`src/event_trace_recorder_with_stats_assert.svh`:
```
// Assertion macros for the event trace recorder.
// Used by the top level; the macros expect clk and rst in scope.
`ifndef EVENT_TRACE_RECORDER_WITH_STATS_ASSERT_SVH
`define EVENT_TRACE_RECORDER_WITH_STATS_ASSERT_SVH

// Same-cycle implication, masked while in reset
`define ETR_ASSERT_NOW(label, ante, cons, msg) \
  label: assert property (@(posedge clk) disable iff (rst) (ante) |-> (cons)) \
    else $error(msg);

// Next-cycle implication, masked while in reset
`define ETR_ASSERT_NEXT(label, ante, cons, msg) \
  label: assert property (@(posedge clk) disable iff (rst) (ante) |=> (cons)) \
    else $error(msg);

`endif

```
`src/etr_pkg.sv`:
```
// Shared types and constants for the event trace recorder.
// No dependencies; used by every other file of the block but the assertion header.
`default_nettype none

package etr_pkg;

  localparam int unsigned KIND_W  = 2;
  localparam int unsigned CLS_W   = 6;
  localparam int unsigned TIME_W  = 63;
  localparam int unsigned FRAME_W = 64;
  localparam int unsigned ARG_W   = 64;
  localparam int unsigned COUNT_W = 64;
  localparam int unsigned CFG_INDEX_W = 2;

  localparam int unsigned RECENT_DEPTH_DEF  = 4096;
  localparam int unsigned SLOW_DEPTH_DEF    = 256;
  localparam int unsigned EVENT_CLASSES_DEF = 64;

  localparam logic [CLS_W-1:0]  PRESENT_CLASS     = 6'd34;
  localparam logic [CLS_W-1:0]  PRESENT_GAP_CLASS = 6'd35;
  localparam logic [ARG_W-1:0]  S_OK              = '0;
  localparam logic [TIME_W-1:0] THRESHOLD_RESET   = 63'd500000;

  // Configuration register indexes
  localparam logic [CFG_INDEX_W-1:0] REG_TRACE_ENABLE   = 2'd0;
  localparam logic [CFG_INDEX_W-1:0] REG_TIME_ORIGIN    = 2'd1;
  localparam logic [CFG_INDEX_W-1:0] REG_SLOW_THRESHOLD = 2'd2;

  typedef enum logic [KIND_W-1:0] {
    KIND_RECORD, KIND_MARK, KIND_SET_FRAME, KIND_PRESENT
  } kind_t;

  typedef struct packed {
    logic              enable;
    logic [TIME_W-1:0] origin;
    logic [TIME_W-1:0] threshold;
  } cfg_t;

  // One checked event on its way to the statistics stage
  typedef struct packed {
    logic               valid;
    logic               last;
    logic [CLS_W-1:0]   cls;
    logic [TIME_W-1:0]  start;
    logic [TIME_W-1:0]  dur;
    logic [FRAME_W-1:0] frame;
    logic [ARG_W-1:0]   a;
    logic [ARG_W-1:0]   b;
  } offer_t;

  typedef struct packed {
    logic [COUNT_W-1:0] count;
    logic [TIME_W-1:0]  sum;
    logic [TIME_W-1:0]  peak;
    logic [TIME_W-1:0]  peak_start;
    logic [COUNT_W-1:0] slow_count;
  } stats_t;

  typedef struct packed {
    logic [CLS_W-1:0]   cls;
    logic [TIME_W-1:0]  start;
    logic [TIME_W-1:0]  len;
    logic [FRAME_W-1:0] frame;
    logic [ARG_W-1:0]   a;
    logic [ARG_W-1:0]   b;
  } ring_entry_t;

  typedef struct packed {
    logic        recent_we;
    logic        slow_we;
    ring_entry_t entry;
  } ring_wr_t;

endpackage

`default_nettype wire

```
`src/etr_ifs.sv`:
```
// Valid/ready channel interfaces for trace events and result items.
// Depends on etr_pkg for field widths.
`default_nettype none

interface etr_event_if;
  logic                        valid;
  logic                        ready;
  logic [etr_pkg::KIND_W-1:0]  kind;
  logic [etr_pkg::CLS_W-1:0]   event_id;
  logic [etr_pkg::TIME_W-1:0]  start_time;
  logic [etr_pkg::TIME_W-1:0]  end_time;
  logic [etr_pkg::FRAME_W-1:0] frame_tag;
  logic signed [etr_pkg::ARG_W-1:0] arg_a;
  logic signed [etr_pkg::ARG_W-1:0] arg_b;

  modport source (output valid, kind, event_id, start_time, end_time, frame_tag,
                  arg_a, arg_b, input ready);
  modport sink   (input valid, kind, event_id, start_time, end_time, frame_tag,
                  arg_a, arg_b, output ready);
endinterface


`default_nettype wire

```
`src/etr_front.sv`:
```
// Event front end: checks each trace event, keeps frame and present history,
// and issues up to two offers per event. Depends on etr_pkg and etr_ifs.
`default_nettype none

module etr_front #(
  parameter int unsigned EVENT_CLASSES = etr_pkg::EVENT_CLASSES_DEF
) (
  input  logic            clk,
  input  logic            rst,
  etr_event_if.sink       evt,
  input  etr_pkg::cfg_t   cfg,
  input  logic            advance,
  output etr_pkg::offer_t offer_next
);
  import etr_pkg::*;

  logic [FRAME_W-1:0] current_frame;
  logic [TIME_W-1:0]  prev_present;
  logic [ARG_W-1:0]   prev_swap;
  offer_t             pend;

  kind_t              kind;
  logic               take;
  offer_t             first;
  offer_t             gap;
  logic [TIME_W-1:0]  first_end;
  logic               first_ok;
  logic               gap_ok;

  assign kind      = kind_t'(evt.kind);
  assign evt.ready = advance && !pend.valid;
  assign take      = evt.valid && evt.ready;

  // Primary offer: record, mark or present
  always_comb begin
    first       = '0;
    first_end   = (kind == KIND_MARK) ? evt.start_time : evt.end_time;
    first.cls   = (kind == KIND_PRESENT) ? PRESENT_CLASS : evt.event_id;
    first.start = evt.start_time;
    first.dur   = first_end - evt.start_time;
    first.frame = (kind == KIND_RECORD) ? evt.frame_tag : current_frame;
    first.a     = evt.arg_a;
    first.b     = evt.arg_b;
    first_ok    = cfg.enable && (kind != KIND_SET_FRAME)
                  && ({1'b0, first.cls} < (CLS_W+1)'(EVENT_CLASSES))
                  && (evt.start_time != '0) && (evt.start_time >= cfg.origin)
                  && (first_end >= evt.start_time);
  end

  // Present gap offer, from the previous present start to this one
  always_comb begin
    gap       = '0;
    gap.valid = 1'b1;
    gap.last  = 1'b1;
    gap.cls   = PRESENT_GAP_CLASS;
    gap.start = prev_present;
    gap.dur   = evt.start_time - prev_present;
    gap.frame = current_frame;
    gap.a     = '0;
    gap.b     = evt.arg_b;
    gap_ok    = cfg.enable && (kind == KIND_PRESENT) && (evt.arg_a == S_OK)
                && (prev_present != '0) && (prev_swap == evt.arg_b)
                && (prev_present >= cfg.origin) && (evt.start_time >= prev_present);
  end

  // Offer handed to the statistics stage
  always_comb begin
    offer_next = '0;
    if (pend.valid) begin
      offer_next = pend;
    end else if (take && first_ok) begin
      offer_next       = first;
      offer_next.valid = 1'b1;
      offer_next.last  = !gap_ok;
    end else if (take && gap_ok) begin
      offer_next = gap;
    end
  end

  // History and pending second offer
  always_ff @(posedge clk) begin
    if (rst) begin
      pend.valid    <= 1'b0;
      current_frame <= '0;
      prev_present  <= '0;
      prev_swap     <= '0;
    end else begin
      if (advance && pend.valid) begin
        pend.valid <= 1'b0;
      end
      if (take && first_ok && gap_ok) begin
        pend <= gap;
      end
      if (take && cfg.enable) begin
        case (kind)
          KIND_SET_FRAME: current_frame <= evt.frame_tag;
          KIND_PRESENT: begin
            if (evt.arg_a != S_OK) begin
              prev_present <= '0;
            end else begin
              prev_present <= evt.start_time;
              prev_swap    <= evt.arg_b;
            end
          end
          default: ;
        endcase
      end
    end
  end

endmodule

`default_nettype wire

```
`src/flat_wrapper.sv`:
```
// flat-port wrapper written by rule: the top's interface ports become plain ports
module etr_front_flat import etr_pkg::*;
#(
  parameter int unsigned EVENT_CLASSES = etr_pkg::EVENT_CLASSES_DEF
)
  (clk, rst, cfg, advance, offer_next, evt_valid, evt_kind, evt_event_id, evt_start_time, evt_end_time, evt_frame_tag, evt_arg_a, evt_arg_b, evt_ready);
  etr_event_if evt_i ();
  input  logic clk;
  input  logic rst;
  input  etr_pkg::cfg_t cfg;
  input  logic advance;
  output etr_pkg::offer_t offer_next;
  input wire logic [$bits(evt_i.valid)-1:0] evt_valid;
  input wire logic [$bits(evt_i.kind)-1:0] evt_kind;
  input wire logic [$bits(evt_i.event_id)-1:0] evt_event_id;
  input wire logic [$bits(evt_i.start_time)-1:0] evt_start_time;
  input wire logic [$bits(evt_i.end_time)-1:0] evt_end_time;
  input wire logic [$bits(evt_i.frame_tag)-1:0] evt_frame_tag;
  input wire logic [$bits(evt_i.arg_a)-1:0] evt_arg_a;
  input wire logic [$bits(evt_i.arg_b)-1:0] evt_arg_b;
  output wire logic [$bits(evt_i.ready)-1:0] evt_ready;
  assign evt_i.valid = evt_valid;
  assign evt_i.kind = evt_kind;
  assign evt_i.event_id = evt_event_id;
  assign evt_i.start_time = evt_start_time;
  assign evt_i.end_time = evt_end_time;
  assign evt_i.frame_tag = evt_frame_tag;
  assign evt_i.arg_a = evt_arg_a;
  assign evt_i.arg_b = evt_arg_b;
  assign evt_ready = evt_i.ready;
  etr_front #(.EVENT_CLASSES(EVENT_CLASSES)) u_core (.clk(clk), .rst(rst), .evt(evt_i), .cfg(cfg), .advance(advance), .offer_next(offer_next));
endmodule
```
`config.mk`:
```
export PLATFORM = sky130hd
export DESIGN_NAME = etr_front_flat
export DESIGN_NICKNAME = d
export VERILOG_FILES = /design/src/event_trace_recorder_with_stats_assert.svh /design/src/etr_pkg.sv /design/src/etr_ifs.sv /design/src/etr_front.sv /design/src/flat_wrapper.sv
export SDC_FILE = /design/constraint.sdc
export NUM_CORES = 2
export LEC_CHECK = 0
export BUFFER_PORTS_ARGS = -buffer_cell sky130_fd_sc_hd__buf_2
export CAP_MARGIN = 20
export CELL_PAD_IN_SITES_DETAIL_PLACEMENT = 0
export CELL_PAD_IN_SITES_GLOBAL_PLACEMENT = 2
export CORE_MARGIN = 1
export CORE_UTILIZATION = 30
export CTS_BUF_LIST = sky130_fd_sc_hd__clkbuf_8
export DETAILED_ROUTE_END_ITERATION = 10
export PLACE_DENSITY_LB_ADDON = 0.25
export REMOVE_ABC_BUFFERS = 1
export SYNTH_ARGS = -nofsm -noshare
export SYNTH_HDL_FRONTEND = slang
export SYNTH_SLANG_ARGS = --single-unit
```
`constraint.sdc`:
```
create_clock -name clk -period 24 [get_ports clk]
set_input_delay 4.8 -clock clk [delete_from_list [all_inputs] [get_ports clk]]
set_output_delay 4.8 -clock clk [all_outputs]
set_load 0.01 [all_outputs]
```
==> key figures <==
Outcome
  • Outcome: finished clean

Hold path
  • Worst hold-check path type: flop to flop

GRT
  • Largest net degree at the start of global routing: 226
  • Total GRT Usage: 0.257
  • Initial antenna violation count: 33
  • Grt total ovfl: 0
  • Vias in the first global route: 31631
  • First-pass GRT wire length: 214000 um

Floorplan
  • DIE AREA: 110000 um^2
  • Die width: 332 um
  • Top Ports: 784
  • Core ar.: 108000 um^2
  • Starting Density: 0.303
  • Die height: 332 um
  • Std-Cell Rows: 120

STA
  • Final worst clock skew: 0.0511 ns
  • Fin crit share: 0.677
  • Fmax: 0.0615 GHz
  • TNS Setup: 0 ns
  • Final setup violation count: 0
  • Min setup slack post-route: 7.75 ns
  • Slew of the pin with the lowest slew margin: 1.15 ns
  • Slew Viols, Final: 0
  • RSZ-0062 raised after global routing: no
  • Min cycle time layout: 16.25 ns
  • Final Hold Fails: 0
  • Slew margin rel.: 0.228

Detailed routing
  • Post-Route WL: 147000 um
  • DR vias: 32350
  • Post-route DRC violation count: 0
  • Initial DRT Pass Iterations: 6
  • Vias/cell: 5.40
  • Avg WL per Cell: 24.5 um
  • Remaining antenna violation count: 0
  • DR iter-0 viols: 2446

Power and ir drop
  • Design Power: 1.99 mW
  • P_leak: 17.4 nW
  • Power Density: 50.8 nW/um^2
  • Maximum vdd drop: 39.8 uV

CTS
  • Num CTS Buffers: 86
  • CTS max path bufs: 3
  • Clock sinks: 446
  • Max H-tree Level: 3
  • Postcts setup bufs: 0
  • Resize count post-CTS: 0
  • Hold Buf Count CTS: 0
  • CTS Root Cell: clkbuf_8
  • Clock Pin Slew Worst Setup and Hold Paths: 0.06 ns
  • CTS tree: built
  • Skew-Pair Late Insertion Delay: 0.74 ns

Synthesis
  • Syn avg cell area: 8.31 um^2
  • Largest area contributor in the netlist: edfxtp_1
  • Mapped Area: 32600 um^2
  • Asr flop ratio synth: 0
  • Yosys top cell area share: 0.234
  • Largest cells by area after synthesis: edfxtp_1 23%, dfxtp_1 12%, ha_1 9.7%, nand2_1 7.4%, a21oi_1 6.1%
  • Count leader, synth: nand2_1
  • Netlist cell types: 84
  • Mapped Cells: 3924
  • Post-synth EDFFs: 254
  • Post-synth top cells: 647 x nand2_1, 396 x a21oi_1, 254 x edfxtp_1
  • Synth Flop Type: edfxtp_1
  • Synth warn: 0
  • Sequential fraction of the synthesis area: 0.352
  • #FFs+latches synth: 446

Placement
  • Placed cells: 5827
  • I/O Buffers: 720
  • GP Congestion: 0.926
  • Detail Placement HPWL: 112000 um
  • Setup slack at placement: 7.68 ns

Critical path
  • Critical path class: input port to primary output
  • Crit start category: input port
  • WP data arrival: 11.45 ns
  • Critical Path RT: 19.20 ns
  • Crit end category: primary output
  • Worst-path fanout max: 225

Cells and area
  • Final nets: 5224
  • Synthesis-to-finish area growth: 19.9%
  • Layout cell share with drive strength beyond 1: 0.202
  • Non-filler instance count after layout: 5995

Flow run
  • # Max-Cap Violations: 0
## stage by stage
stage,util,area (um^2),hold slack (ns)
final,0.364,39100,0.433
after floorplan,-,31600,0.430
after CTS,0.363,39100,0.412
after global routing,0.364,39100,0.427
after global placement,0.347,37300,0.437
after detailed placement,0.347,37300,0.440
## cells in the final DEF, fill, tap and decap left out, types with 21 or more instances in the layout
master    instances
buf_2           719
a22o_1           92
ha_1            252
nand3_1         123
o21ai_0         164
a21o_1          119
nand2_1         645
inv_1           274
dfxtp_1         191
nor3_1           98
xnor2_1          65
o211ai_1         48
buf_4            30
a21oi_1         396
nor2_1          119
nand4_1          81
nor4_1           91
xor2_1           82
and2_1           83
nor2b_1          55
edfxtp_1        254
and3_1           21
clkbuf_8        100
o21bai_1         24
a221o_1         100
o211a_1          27
## worst paths after layout
path                             from          endpoint  slack [ns]  cells after the start
min reg2reg  u_core.current_frame[56]  u_core.pend[184]        0.43                      0
min          u_core.current_frame[56]  u_core.pend[184]        0.43                      0
max reg2reg    u_core.prev_present[6]  u_core.pend[203]       18.59                     14
max                       evt_kind[1]   offer_next[247]        7.75                     18
## state kept, by name, summed over array words and instances, names as in the netlist
signal,flops
u_core.current_frame,64
u_core.pend,255
u_core.prev_swap,64
u_core.prev_present,63
## worst max-delay path: stages
cell and delay, ns:
buf_2 0.20, nand2b_4 0.40, buf_4 0.54, buf_4 0.48, o21ai_0 0.15, ha_1 0.47, a21oi_1 0.15, o21ai_1 0.24
a211oi_2 0.09, o21ai_1 0.41, o211ai_1 0.25, o21bai_1 0.21, a311o_1 0.48, and3_4 0.89, buf_12 0.71, nor2_1 0.17
a221o_1 0.41, buf_2 0.16
## metal layers
metal | part of all wire | vias to the layer above | wire length [um] | track usage
met5 | 0.0014 | - | 204 | 0
met4 | 0.028 | 34 | 4160 | 0.0785
met3 | 0.061 | 202 | 8970 | 0.0456
met2 | 0.45 | 1032 | 66700 | 0.413
met1 | 0.45 | 15464 | 66700 | 0.350
li1 | - | 15618 | - | -
## cell type report
| class | count | area [um^2] |
|---|---|---|
| clock inverters | 58 | 410 |
| fillers | 11480 | 68400 |
| well taps | 1403 | 1760 |
| inverters | 239 | 897 |
| clock buffers | 100 | 1380 |
| diodes | 9 | 22.5 |
| repair buffers | 753 | 3900 |
| flip-flops and latches | 446 | 11500 |
| multi-input cells | 2987 | 19300 |
## power by group
group,switching [mW],internal (mW)
clock,0.370,0.429
sequential,0.000953,0.807
combinational,0.244,0.137
total,0.615,1.37
## cells by family after synthesis
family          Yosys count  synth area share
simple gates           1403             0.205
compound gates         1176             0.244
buf+inv                 491            0.0600
flops                   446             0.352
fa+ha+maj               254            0.0979
xor+xnor                147            0.0395
mux                       7           0.00219
(Power assumes the default switching activity.)
